$ cat src/hw/rtl/mmf_pkg.sv
`default_nettype none

package mmf_pkg;

  // Sysex chunks are cut at this many bytes, or where the position crosses a multiple of it.
  localparam int CHUNK_BYTES   = 256;
  // Width of the buffer position counter; it saturates at its all-ones value.
  localparam int POSITION_BITS = 16;

  localparam int PHASE_W = $clog2(CHUNK_BYTES);
  localparam int LEN_W   = $clog2(CHUNK_BYTES + 1);

  localparam logic [POSITION_BITS-1:0] POSITION_MAX = '1;
  localparam logic [PHASE_W-1:0]       PHASE_LAST   = PHASE_W'(CHUNK_BYTES - 1);
  localparam logic [LEN_W-1:0]         CHUNK_FULL   = LEN_W'(CHUNK_BYTES);

  localparam logic [7:0] SYSEX_OPEN  = 8'hF0;
  localparam logic [7:0] SYSEX_CLOSE = 8'hF7;
  localparam logic [7:0] DEPTH_MAX   = 8'hFF;

  typedef enum logic [1:0] {
    KIND_SHORT        = 2'd0,
    KIND_SYSEX        = 2'd1,
    KIND_BAD_STATUS   = 2'd2,
    KIND_MISSING_DATA = 2'd3
  } mmf_kind_e;

  typedef struct packed {
    logic [7:0] data_byte;
    logic       buffer_end;
  } mmf_item_t;

  typedef struct packed {
    mmf_kind_e   kind;
    logic [23:0] packed_message;
    logic [8:0]  message_length;
    logic [15:0] start_position;
  } mmf_result_t;

  // Number of data bytes that follow a status byte (0 for single-byte messages).
  function automatic logic [1:0] data_bytes_for(logic [7:0] status);
    logic [1:0] need;
    need = 2'd0;
    case (status[7:4])
      4'h8, 4'h9, 4'hA, 4'hB, 4'hE: need = 2'd2;
      4'hC, 4'hD:                   need = 2'd1;
      4'hF: begin
        case (status[3:0])
          4'h1, 4'h3: need = 2'd1;
          4'h2:       need = 2'd2;
          default:    need = 2'd0;
        endcase
      end
      default: need = 2'd0;
    endcase
    return need;
  endfunction

endpackage

`default_nettype wire

$ cat src/hw/rtl/midi_message_framer.sv
// MIDI message framer.
// The input channel (in_valid_i / in_ready_o) carries one raw MIDI byte per
// transaction, with buffer_end_i set on the last byte of each buffer. The output
// channel (out_valid_o / out_ready_i) carries one framed result per transaction:
// a packed short message, a sysex chunk given as start offset and length, or an
// error report. A byte produces zero or one result.
// An accepted byte is held in the input register, framed from there, and its
// result is presented from the result register.
// Throughput: one byte per cycle while the result register can take a new
// result, set by the single framing stage between the input and result registers.
// Reset clears both registers and all framing state (sysex depth, buffer
// position, pending message, error flag); each buffer end clears that state too.
// When the receiver stalls, the result register holds its transaction and the
// input side keeps accepting until the input register also fills; bytes that
// produce no result still drain while the result register is occupied only if
// the output is taken.
`default_nettype none

module midi_message_framer
  import mmf_pkg::*;
(
  input  wire logic        clk_i,
  input  wire logic        rst_ni,
  input  wire logic        in_valid_i,
  output logic             in_ready_o,
  input  wire logic [7:0]  data_byte_i,
  input  wire logic        buffer_end_i,
  output logic             out_valid_o,
  input  wire logic        out_ready_i,
  output logic [1:0]       kind_o,
  output logic [23:0]      packed_message_o,
  output logic [8:0]       message_length_o,
  output logic [15:0]      start_position_o
);

  mmf_item_t   in_item;
  mmf_item_t   item_q;
  logic        item_valid;
  logic        advance;
  logic        can_load;
  logic        res_valid;
  mmf_result_t result;
  mmf_result_t result_q;

  assign in_item = '{data_byte: data_byte_i, buffer_end: buffer_end_i};
  assign advance = item_valid && can_load;

  mmf_input_reg u_input_reg (
    .clk_i      (clk_i),
    .rst_ni     (rst_ni),
    .in_valid_i (in_valid_i),
    .in_ready_o (in_ready_o),
    .item_i     (in_item),
    .advance_i  (advance),
    .valid_o    (item_valid),
    .item_o     (item_q)
  );

  mmf_framer_core u_framer_core (
    .clk_i       (clk_i),
    .rst_ni      (rst_ni),
    .advance_i   (advance),
    .item_i      (item_q),
    .res_valid_o (res_valid),
    .result_o    (result)
  );

  mmf_output_reg u_output_reg (
    .clk_i       (clk_i),
    .rst_ni      (rst_ni),
    .load_i      (advance && res_valid),
    .result_i    (result),
    .can_load_o  (can_load),
    .out_valid_o (out_valid_o),
    .out_ready_i (out_ready_i),
    .result_o    (result_q)
  );

  assign kind_o           = result_q.kind;
  assign packed_message_o = result_q.packed_message;
  assign message_length_o = result_q.message_length;
  assign start_position_o = result_q.start_position;

`ifndef SYNTH
  // Error reports carry neither a message nor a length.
  assert property (@(posedge clk_i) disable iff (!rst_ni)
    out_valid_o && (kind_o == KIND_BAD_STATUS || kind_o == KIND_MISSING_DATA)
    |-> message_length_o == 9'd0 && packed_message_o == 24'h0)
    else $error("error result with nonzero length or payload");

  // A short message is one to three bytes long.
  assert property (@(posedge clk_i) disable iff (!rst_ni)
    out_valid_o && kind_o == KIND_SHORT
    |-> message_length_o >= 9'd1 && message_length_o <= 9'd3)
    else $error("short message length out of range");

  // A sysex chunk is never empty and never longer than a chunk.
  assert property (@(posedge clk_i) disable iff (!rst_ni)
    out_valid_o && kind_o == KIND_SYSEX
    |-> message_length_o != 9'd0 && 32'(message_length_o) <= CHUNK_BYTES)
    else $error("sysex chunk length out of range");

  // A byte held in the input register stays until it is framed.
  assert property (@(posedge clk_i) disable iff (!rst_ni)
    item_valid && !advance |=> item_valid && $stable(item_q))
    else $error("input register lost a byte");
`endif

endmodule

`default_nettype wire

$ cat src/hw/rtl/mmf_input_reg.sv
`default_nettype none

module mmf_input_reg
  import mmf_pkg::*;
(
  input  wire logic      clk_i,
  input  wire logic      rst_ni,
  input  wire logic      in_valid_i,
  output logic           in_ready_o,
  input  wire mmf_item_t item_i,
  input  wire logic      advance_i,
  output logic           valid_o,
  output mmf_item_t      item_o
);

  logic      valid_q, valid_d;
  mmf_item_t item_q;

  // The register takes a new transaction when it is empty or drains this cycle.
  assign in_ready_o = !valid_q || advance_i;

  always_comb begin
    valid_d = valid_q;
    if (in_ready_o) begin
      valid_d = in_valid_i;
    end
  end

  always_ff @(posedge clk_i or negedge rst_ni) begin
    if (!rst_ni) begin
      valid_q <= 1'b0;
    end else begin
      valid_q <= valid_d;
    end
  end

  always_ff @(posedge clk_i) begin
    if (in_ready_o && in_valid_i) begin
      item_q <= item_i;
    end
  end

  assign valid_o = valid_q;
  assign item_o  = item_q;

endmodule

`default_nettype wire

$ cat src/hw/rtl/mmf_framer_core.sv
`default_nettype none

module mmf_framer_core
  import mmf_pkg::*;
(
  input  wire logic      clk_i,
  input  wire logic      rst_ni,
  input  wire logic      advance_i,
  input  wire mmf_item_t item_i,
  output logic           res_valid_o,
  output mmf_result_t    result_o
);

  logic [7:0]               depth_q, depth_d;
  logic [POSITION_BITS-1:0] pos_q, pos_d;
  logic [PHASE_W-1:0]       phase_q, phase_d;
  logic [23:0]              assembly_q, assembly_d;
  logic [1:0]               collected_q, collected_d;
  logic [1:0]               needed_q, needed_d;
  logic [POSITION_BITS-1:0] chunk_start_q, chunk_start_d;
  logic [LEN_W-1:0]         chunk_len_q, chunk_len_d;
  logic                     aborted_q, aborted_d;

  logic [7:0]               b;
  logic                     last;
  logic [1:0]               collected_inc;
  logic [23:0]              assembly_add;
  logic [POSITION_BITS-1:0] span_start;
  logic [LEN_W-1:0]         len_inc;
  logic                     boundary;
  logic [1:0]               need;

  assign b    = item_i.data_byte;
  assign last = item_i.buffer_end;

  assign collected_inc = collected_q + 2'd1;
  assign assembly_add  = (collected_q == 2'd0) ? {8'h00, b, 8'h00} : {b, 16'h0000};
  assign span_start    = (chunk_len_q == '0) ? pos_q : chunk_start_q;
  assign len_inc       = chunk_len_q + LEN_W'(1);
  assign boundary      = (pos_q != POSITION_MAX) && (phase_q == PHASE_LAST);
  assign need          = data_bytes_for(b);

  // Frame one byte: pick the result and the next framing state.
  always_comb begin
    depth_d       = depth_q;
    assembly_d    = assembly_q;
    collected_d   = collected_q;
    needed_d      = needed_q;
    chunk_start_d = chunk_start_q;
    chunk_len_d   = chunk_len_q;
    aborted_d     = aborted_q;
    res_valid_o   = 1'b0;
    result_o      = '{kind: KIND_SHORT, packed_message: 24'h0, message_length: 9'h0,
                      start_position: 16'(pos_q)};

    if (aborted_q) begin
      // The rest of the buffer is skipped after an error.
    end else if (needed_q != 2'd0) begin
      // Data bytes of a pending short message, taken whatever their value.
      assembly_d  = assembly_q | assembly_add;
      collected_d = collected_inc;
      if (collected_inc >= needed_q) begin
        res_valid_o             = 1'b1;
        result_o.packed_message = assembly_q | assembly_add;
        result_o.message_length = 9'(needed_q) + 9'd1;
        result_o.start_position = 16'(chunk_start_q);
        needed_d                = 2'd0;
        collected_d             = 2'd0;
        assembly_d              = 24'h0;
      end else if (last) begin
        res_valid_o             = 1'b1;
        result_o.kind           = KIND_MISSING_DATA;
        result_o.start_position = 16'(chunk_start_q);
      end
    end else if (depth_q != 8'h00 || b == SYSEX_OPEN) begin
      // Inside a sysex span: track nesting and cut chunks.
      chunk_start_d = span_start;
      if (b == SYSEX_OPEN) begin
        if (depth_q != DEPTH_MAX) begin
          depth_d = depth_q + 8'd1;
        end
      end else if (b == SYSEX_CLOSE) begin
        depth_d = depth_q - 8'd1;
      end
      chunk_len_d = len_inc;
      if (depth_d == 8'h00 || boundary || len_inc == CHUNK_FULL || last) begin
        res_valid_o             = 1'b1;
        result_o.kind           = KIND_SYSEX;
        result_o.message_length = 9'(len_inc);
        result_o.start_position = 16'(span_start);
        chunk_len_d             = '0;
      end
    end else if (!b[7]) begin
      // Data byte where a status byte belongs.
      res_valid_o   = 1'b1;
      result_o.kind = KIND_BAD_STATUS;
      aborted_d     = 1'b1;
    end else if (need == 2'd0) begin
      res_valid_o             = 1'b1;
      result_o.packed_message = {16'h0000, b};
      result_o.message_length = 9'd1;
    end else if (last) begin
      res_valid_o   = 1'b1;
      result_o.kind = KIND_MISSING_DATA;
    end else begin
      assembly_d    = {16'h0000, b};
      needed_d      = need;
      collected_d   = 2'd0;
      chunk_start_d = pos_q;
    end

    // Position and chunk phase advance with each byte; buffer end clears everything.
    pos_d   = (pos_q == POSITION_MAX) ? pos_q : pos_q + POSITION_BITS'(1);
    phase_d = phase_q;
    if (pos_q != POSITION_MAX) begin
      phase_d = (phase_q == PHASE_LAST) ? '0 : phase_q + PHASE_W'(1);
    end
    if (last) begin
      depth_d       = 8'h00;
      pos_d         = '0;
      phase_d       = '0;
      assembly_d    = 24'h0;
      collected_d   = 2'd0;
      needed_d      = 2'd0;
      chunk_start_d = '0;
      chunk_len_d   = '0;
      aborted_d     = 1'b0;
    end
  end

  always_ff @(posedge clk_i or negedge rst_ni) begin
    if (!rst_ni) begin
      depth_q       <= 8'h00;
      pos_q         <= '0;
      phase_q       <= '0;
      assembly_q    <= 24'h0;
      collected_q   <= 2'd0;
      needed_q      <= 2'd0;
      chunk_start_q <= '0;
      chunk_len_q   <= '0;
      aborted_q     <= 1'b0;
    end else if (advance_i) begin
      depth_q       <= depth_d;
      pos_q         <= pos_d;
      phase_q       <= phase_d;
      assembly_q    <= assembly_d;
      collected_q   <= collected_d;
      needed_q      <= needed_d;
      chunk_start_q <= chunk_start_d;
      chunk_len_q   <= chunk_len_d;
      aborted_q     <= aborted_d;
    end
  end

endmodule

`default_nettype wire

$ cat src/hw/rtl/mmf_output_reg.sv
`default_nettype none

module mmf_output_reg
  import mmf_pkg::*;
(
  input  wire logic        clk_i,
  input  wire logic        rst_ni,
  input  wire logic        load_i,
  input  wire mmf_result_t result_i,
  output logic             can_load_o,
  output logic             out_valid_o,
  input  wire logic        out_ready_i,
  output mmf_result_t      result_o
);

  logic        valid_q, valid_d;
  mmf_result_t result_q;

  // A new result may enter when the register is empty or being taken this cycle.
  assign can_load_o = !valid_q || out_ready_i;

  always_comb begin
    valid_d = valid_q;
    if (load_i) begin
      valid_d = 1'b1;
    end else if (out_ready_i) begin
      valid_d = 1'b0;
    end
  end

  always_ff @(posedge clk_i or negedge rst_ni) begin
    if (!rst_ni) begin
      valid_q <= 1'b0;
    end else begin
      valid_q <= valid_d;
    end
  end

  always_ff @(posedge clk_i) begin
    if (load_i) begin
      result_q <= result_i;
    end
  end

  assign out_valid_o = valid_q;
  assign result_o    = result_q;

endmodule

`default_nettype wire

$ cat config.mk
export PLATFORM = sky130hd
export DESIGN_NAME = midi_message_framer
export DESIGN_NICKNAME = d
export VERILOG_FILES = /design/src/hw/rtl/mmf_pkg.sv /design/src/hw/rtl/midi_message_framer.sv /design/src/hw/rtl/mmf_input_reg.sv /design/src/hw/rtl/mmf_framer_core.sv /design/src/hw/rtl/mmf_output_reg.sv
export SDC_FILE = /design/constraint.sdc
export NUM_CORES = 1
export LEC_CHECK = 0
export BUFFER_PORTS_ARGS = -buffer_cell sky130_fd_sc_hd__buf_2
export CORE_MARGIN = 2
export CORE_UTILIZATION = 35
export DETAILED_ROUTE_END_ITERATION = 7
export HOLD_SLACK_MARGIN = 0.08
export PLACE_DENSITY = 0.53
export SETUP_SLACK_MARGIN = 0.5
export SLEW_MARGIN = 20
export SYNTH_ARGS = -nofsm -noshare
export SYNTH_HDL_FRONTEND = slang
export SYNTH_HIERARCHICAL = 1
export SYNTH_SLANG_ARGS = --single-unit
export TNS_END_PERCENT = 50
$ cat constraint.sdc
create_clock -name clk_i -period 4.97 [get_ports clk_i]
set_clock_uncertainty 0.2 [all_clocks]
set_input_delay 0.7455 -clock clk_i [delete_from_list [all_inputs] [get_ports clk_i]]
set_output_delay 0.7455 -clock clk_i [all_outputs]
set_load 0.05 [all_outputs]
* Word-level counts from Yosys, hierarchy flattened
Index checks and enable logic that the tools add are counted.
** Cells by class
- Bitwise gates (word level) :: 1
- Eq/ne operators :: 25
- Multiplexer cells :: 83
- Reductions and logical operators :: 32
- $add $sub $neg :: 7
- Shift-type cells :: 0
- $mul :: 0
- Order comparisons :: 1
- Divide/modulo/power cells :: 0
** Operators with widths (count)
- $mux 24 :: 9
- $mux 16 :: 13
- $mux 8 :: 13
- $mux 33 :: 2
- $mux 9 :: 6
- $mux 51 :: 1
- $mux 2 :: 19
- $eq 4x4->1 const B :: 8
- $mux 25 :: 1
- $eq 8x8->1 const B :: 3
- $or 24x24->24 :: 1
- $mux 17 :: 1
- $add 16x1->16 const B :: 1
- $add 8x1->8 const B :: 2
- $eq 16x16->1 const B :: 1
- $mux 1 :: 16
- $ne 16x16->1 const B :: 1
- $reduce_and 5->1 :: 2
- $add 9x1->9 const B :: 1
- $eq 9x9->1 const B :: 1
- $logic_not 9->1 :: 1
- $ne 3x2->1 const B :: 3
- $eq 4x2->1 const B :: 2
- $logic_not 8->1 :: 1
- other kinds (22) :: 40
** Word-level totals
- Bits in read-only memories :: 0
- Bits in latches :: 0
- Output and inout port bits :: 53
- Register bits :: 148
- Bits in writable memories :: 0
- Word-level logic and storage cells :: 166
- Input port bits :: 13
- Memories :: 0

* Depth between registers and ports, before layout
- Word-level depth :: 16
- Depth in mapped cells :: 13
- Gate-level depth less buffers :: 12

* Modules after synthesis
The synthesis kept the hierarchy.
** Modules (own cells, without submodules)
- mmf_framer_core :: seq. area each 2152.1 um^2, cells each 581, times used 1, area each 5165.0 um^2
- mmf_output_reg :: seq. area each 1556.5 um^2, cells each 54, times used 1, area each 1579.0 um^2
- mmf_input_reg :: seq. area each 295.3 um^2, cells each 13, times used 1, area each 324.1 um^2
- midi_message_framer :: seq. area each 0.0 um^2, cells each 2, times used 1, area each 12.5 um^2

* Least setup slack after synthesis
No wires, ideal clock.
- Path kind :: register -> register
- Start point :: register u_framer_core.depth_q[3]
- End point :: register u_output_reg/result_o[0] (netlist name)
- Setup time :: 0.415 ns
- Cell stages (with the launch flop) :: 11
- Setup slack :: 0.788 ns
- Clock period less this slack :: 4.182 ns
- Arrival time :: 3.567 ns
- Path buffers :: 1
- Required time :: 4.355 ns
- Path through :: dfrtp_1 or4_4 nor4_4 a22oi_1 nor2b_4 nor4_4 a21o_2 buf_4 o21ai_0 a21oi_1 and3_1
** Between the ends
- Longest elaborated chain between the ends :: 15
- Elaborated cells on any way between the ends :: 20
- Those cells by class :: 2 x add/sub; 1 x eq/ne; 10 x mux; 7 x reduce/logical
** Ends and longest elaborated chain
- start, declared :: line mmf_framer_core.sv:14 : logic [7:0] depth_q, depth_d;
- start signal, assigned :: line mmf_framer_core.sv:143 : depth_q <= depth_d;
- $sub 8x1->8 (tied with other cells) :: line mmf_framer_core.sv:83 : depth_d = depth_q - 8'd1;
- $mux 8 (on tied branches) :: line mmf_framer_core.sv:82, mmf_framer_core.sv:79
- $mux 8 :: line mmf_framer_core.sv:78 : if (b == SYSEX_OPEN) begin
- $mux 8 :: line mmf_framer_core.sv:75 : end else if (depth_q != 8'h00 || b == SYSEX_OPEN) begin
- $mux 8 :: line mmf_framer_core.sv:58 : end else if (needed_q != 2'd0) begin
- $mux 8 :: line mmf_framer_core.sv:56 : if (aborted_q) begin
- $logic_not 8->1 :: line mmf_framer_core.sv:86 : if (depth_d == 8'h00 || boundary || len_inc == CHUNK_FULL || last) begin
- $logic_or 1x1->1 (3 in series) :: line mmf_framer_core.sv:86
- $mux 1 :: line mmf_framer_core.sv:86
- $mux 1 (*) :: line mmf_framer_core.sv:75
- $mux 1 (*) :: line mmf_framer_core.sv:58
- $mux 1 (*) :: line mmf_framer_core.sv:56
- via res_valid :: line midi_message_framer.sv:41 : logic res_valid;
- $logic_and 1x1->1 (*) :: line midi_message_framer.sv:71 : .load_i (advance && res_valid),
The timed path passes the listed nets; every way through them passes the cells marked *. The select of a mux whose other input is x is not followed.
A chain may end at the register's enable or synchronous reset.

* Final worst setup path
- Start point :: register u_input_reg/item_o[1] (netlist name)
- End point :: register u_output_reg/result_o[23] (netlist name)
** Between the ends
- Longest elaborated chain between the ends :: 15
- Elaborated cells on any way between the ends :: 26
- Those cells by class :: 5 x eq/ne; 13 x mux; 8 x reduce/logical
** Ends and longest elaborated chain
- $eq 8x8->1 :: line mmf_framer_core.sv:82 : end else if (b == SYSEX_CLOSE) begin
- $mux 8 :: line mmf_framer_core.sv:82
- $mux 8 :: line mmf_framer_core.sv:78
- $mux 8 :: line mmf_framer_core.sv:75
- $mux 8 :: line mmf_framer_core.sv:58
- $mux 8 :: line mmf_framer_core.sv:56
- $logic_not 8->1 :: line mmf_framer_core.sv:86
- $logic_or 1x1->1 (3 in series) :: line mmf_framer_core.sv:86
- $mux 1 :: line mmf_framer_core.sv:86
- $mux 1 (*) :: line mmf_framer_core.sv:75
- $mux 1 (*) :: line mmf_framer_core.sv:58
- $mux 1 (*) :: line mmf_framer_core.sv:56
- via res_valid :: line midi_message_framer.sv:41
- $logic_and 1x1->1 (*) :: line midi_message_framer.sv:71
Marks and branches as above.

==> summary.txt <==
Run status
  • Result of the run: completed

GRT
  • First-pass GRT wire length: 26550 um
  • Pin count of the biggest net entering global routing: 49
  • Gr usage total: 15.66%
  • Initial antenna violation count: 0
  • Total gr overflow: 0
  • Vias in the first global route: 5011

Logic synthesis
  • Net Count, Synth: 675
  • Post-Synthesis Cells: 650
  • Count of flip-flops with a built-in enable after synthesis: 60
  • Avg Cell Area, Syn: 10.89 um2
  • YS warnings: 6
  • Post-synth ARST share: 59.46%
  • Synth Flop Type: dfrtp_1
  • Synth Cell Area: 7081 um2
  • Unique masters post-synth: 74
  • Synth top area share: 31.10%
  • Seq/Total Area, Yosys: 56.55%
  • Synth area leader: dfrtp_1
  • Seq cells post-synth: 148
  • Synth area leaders: dfrtp_1 31%, edfxtp_1 25%, nor2_1 4.0%

Drt
  • Wire per inst: 16.33 um
  • Drt drc: 0
  • Routed vias: 5157
  • Vias per cell: 5.230
  • DRT Pass-1 Iters: 5
  • ANT nets after route: 0
  • DRT iter0 DRCs: 278
  • DRT Wirelength: 16100 um

Clock network
  • Clk buf depth: 2
  • Num CTS Buffers: 17
  • TritonCTS clock tree: yes
  • TritonCTS Sinks: 148
  • Htree depth: 4
  • Root Buffer: clkbuf_16
  • Clock slew at reported path FFs: 0.06 ns
  • Worst-Skew Late Latency: 0.42 ns

STA
  • Worst rel slew slack: 47.48%
  • Hold slack: 0.1490 ns
  • Fmax: 0.2471 GHz
  • Worst Setup Slack, final: 0.9236 ns
  • RSZ-0062 raised after global routing: no
  • Actual slew at the worst max-slew pin: 0.7819 ns
  • Fin crit share: 81.42%
  • Setup_tns: 0 ns
  • Final setup vio count: 0
  • Final Hold Viols: 0
  • Fin. max-slew vios: 0
  • Post-layout min period: 4.046 ns

Critical path
  • Startpoint Class: register
  • Reg-to-reg startpoint: u_input_reg/item_o[1]
  • Crit Path Class: register to register
  • CP Max Fanout: 31
  • Worst path required time: 4.89 ns
  • Critical Path Start: u_input_reg/item_o[1]
  • CP arrival: 3.96 ns
  • Critical Path End Type: register

Placed design
  • DP Wirelength: 11100 um
  • Placement Setup Slack: 0.7787 ns
  • # port buffers: 65
  • GP Congestion: 0.8993

Power
  • Maximum vdd drop: 253.8 uV
  • Lkg Pwr: 0.003432 uW
  • PwrDens: 653.8 nW/um2

Floorplanning
  • Die area: 21380 um2
  • IO Pins: 66
  • Cell row count: 52
  • Die Y: 146.2 um
  • Initial core utilization: 35.33%
  • Chip width: 146.2 um
  • Core area: 20040 um2

Cells and area
  • Layout area overhead: 16.45%
  • Diodes inserted: 0
  • Proportion of layout cells with a drive suffix above 1: 20.11%
  • Layout Nets: 728

Worst hold path
  • Hold WC Path Type: input port to async pin

Flow run
  • Max cap viols: 0
power by group:
part           internal (uW)  total (uW)  switching (uW)
Clock                    839        1350             507
Sequential              1680        1890             209
Combinational            557        2150            1600
Total                   3080        5390            2310
logic make-up after synthesis:
group	count (synthesis)	share of synthesized area, %
multiplexers	18	3.375
AND/OR/NAND/NOR	243	17.67
buffers and inverters	52	3.393
flip-flops	148	56.55
AO/OA/AOI/OAI	160	14.79
XOR/XNOR	17	2.103
adder cells (fa/ha/maj)	12	2.120
metrics by stage:
| stage | cell area (um2) | power, uW | instances | utilization (%) |
|---|---|---|---|---|
| final | 8245 | 5391 | 986 | 41.15 |
| after global routing | 8245 | 5675 | 986 | 41.15 |
| after CTS | 8233 | 5428 | 986 | 41.08 |
| after detailed placement | 7617 | 4064 | 954 | 38.01 |
| after global placement | 7614 | 4022 | 954 | 37.99 |
| after floorplan | 7081 | 3564 | 650 | - |
path summary, 6_finish.rpt:
check                                                    to  slack [ns]  depth (start not counted)
worst max-delay path              u_output_reg/result_o[23]        0.92                         10
worst min-delay path               u_framer_core/phase_q[3]        0.15                          1
worst max register to register    u_output_reg/result_o[23]        0.92                         10
worst min register to register  u_framer_core/assembly_q[7]        0.28                          1
max in group asynchronous       u_framer_core/assembly_q[7]        3.42                          2
min in group clk_i              u_framer_core/assembly_q[7]        0.28                          1
worst max-delay path, cell delays in order (launching register included):
cell and delay, ns:
edfxtp_1 0.56, or4_1 0.63, nor4_1 0.40, a22oi_1 0.12, nor2b_4 0.16, nor4_4 0.31
a21o_2 0.30, o21ai_0 0.13, a21oi_1 0.22, and3_4 0.44, buf_12 0.26
layer usage:
layer	wire length (um)	part of all wire, %	track usage [%]	vias to the layer above
li1	-	-	-	2469
met1	7593	47	21.05	2555
met2	7637	47	24.76	120
met3	688	4.3	4.656	13
met4	178	1.1	4.417	0
met5	0	0	0	-
cells in the mapped netlist (7+ instances only):
cell	instances
dfrtp_1	88
o21ai_0	36
mux2_4	10
nand2_1	67
a22o_1	26
mux2_2	7
nand3_1	16
nor3_1	14
nor2_1	75
edfxtp_1	60
nand4_1	8
a31oi_1	10
ha_1	12
clkbuf_1	19
or3_1	9
xor2_1	12
inv_1	15
a21oi_1	47
buf_2	11
what timing repair did:
action | CTS | global route
gates resized for setup | 0 | 1
endpoints found under the setup margin | 0 | 31
hold buffers | 0 | 0
buffers inserted | 0 | 0
cell type report:
class | count | area [um2]
Clock inverter | 13 | 182.7
Clock buffer | 19 | 432.9
Inverter | 17 | 63.81
Sequential cell | 148 | 4004
Fill cell | 1960 | 11790
Multi-Input combinational cell | 450 | 2854
Timing Repair Buffer | 69 | 370.4
Tap cell | 270 | 337.8
layout by cell type, fill, tap and decap left out, types with 4 or more instances in the layout:
cell,n
a21o_1,4
mux2_4,10
dfrtp_1,88
mux2_2,7
clkbuf_16,17
xor2_1,12
and3_1,5
inv_1,15
nor3_1,14
nor2_1,74
a32oi_1,4
buf_4,4
nand2_1,67
buf_2,64
nand2b_1,6
o21ai_0,36
nand4_1,8
a31oi_1,10
a22o_1,26
ha_1,12
bufinv_16,4
or3_1,9
o21a_1,5
or2_2,6
a21oi_1,47
edfxtp_1,60
clkinv_1,4
nand3_1,16
o31ai_1,4
xnor2_1,5
flip-flops by register name, summed over array words and instances (netlist names):
| signal | flops |
|---|---|
| u_output_reg/out_valid_o | 1 |
| u_framer_core/needed_q | 2 |
| u_framer_core/pos_q | 16 |
| u_framer_core/collected_q | 2 |
| u_framer_core/assembly_q | 24 |
| u_output_reg/result_o | 51 |
| u_input_reg/item_o | 9 |
| u_framer_core/phase_q | 8 |
| u_framer_core/chunk_len_q | 9 |
| u_input_reg/valid_o | 1 |
| u_framer_core/aborted_q | 1 |
| u_framer_core/depth_q | 8 |
| u_framer_core/chunk_start_q | 16 |
(Power assumes the default switching activity.)
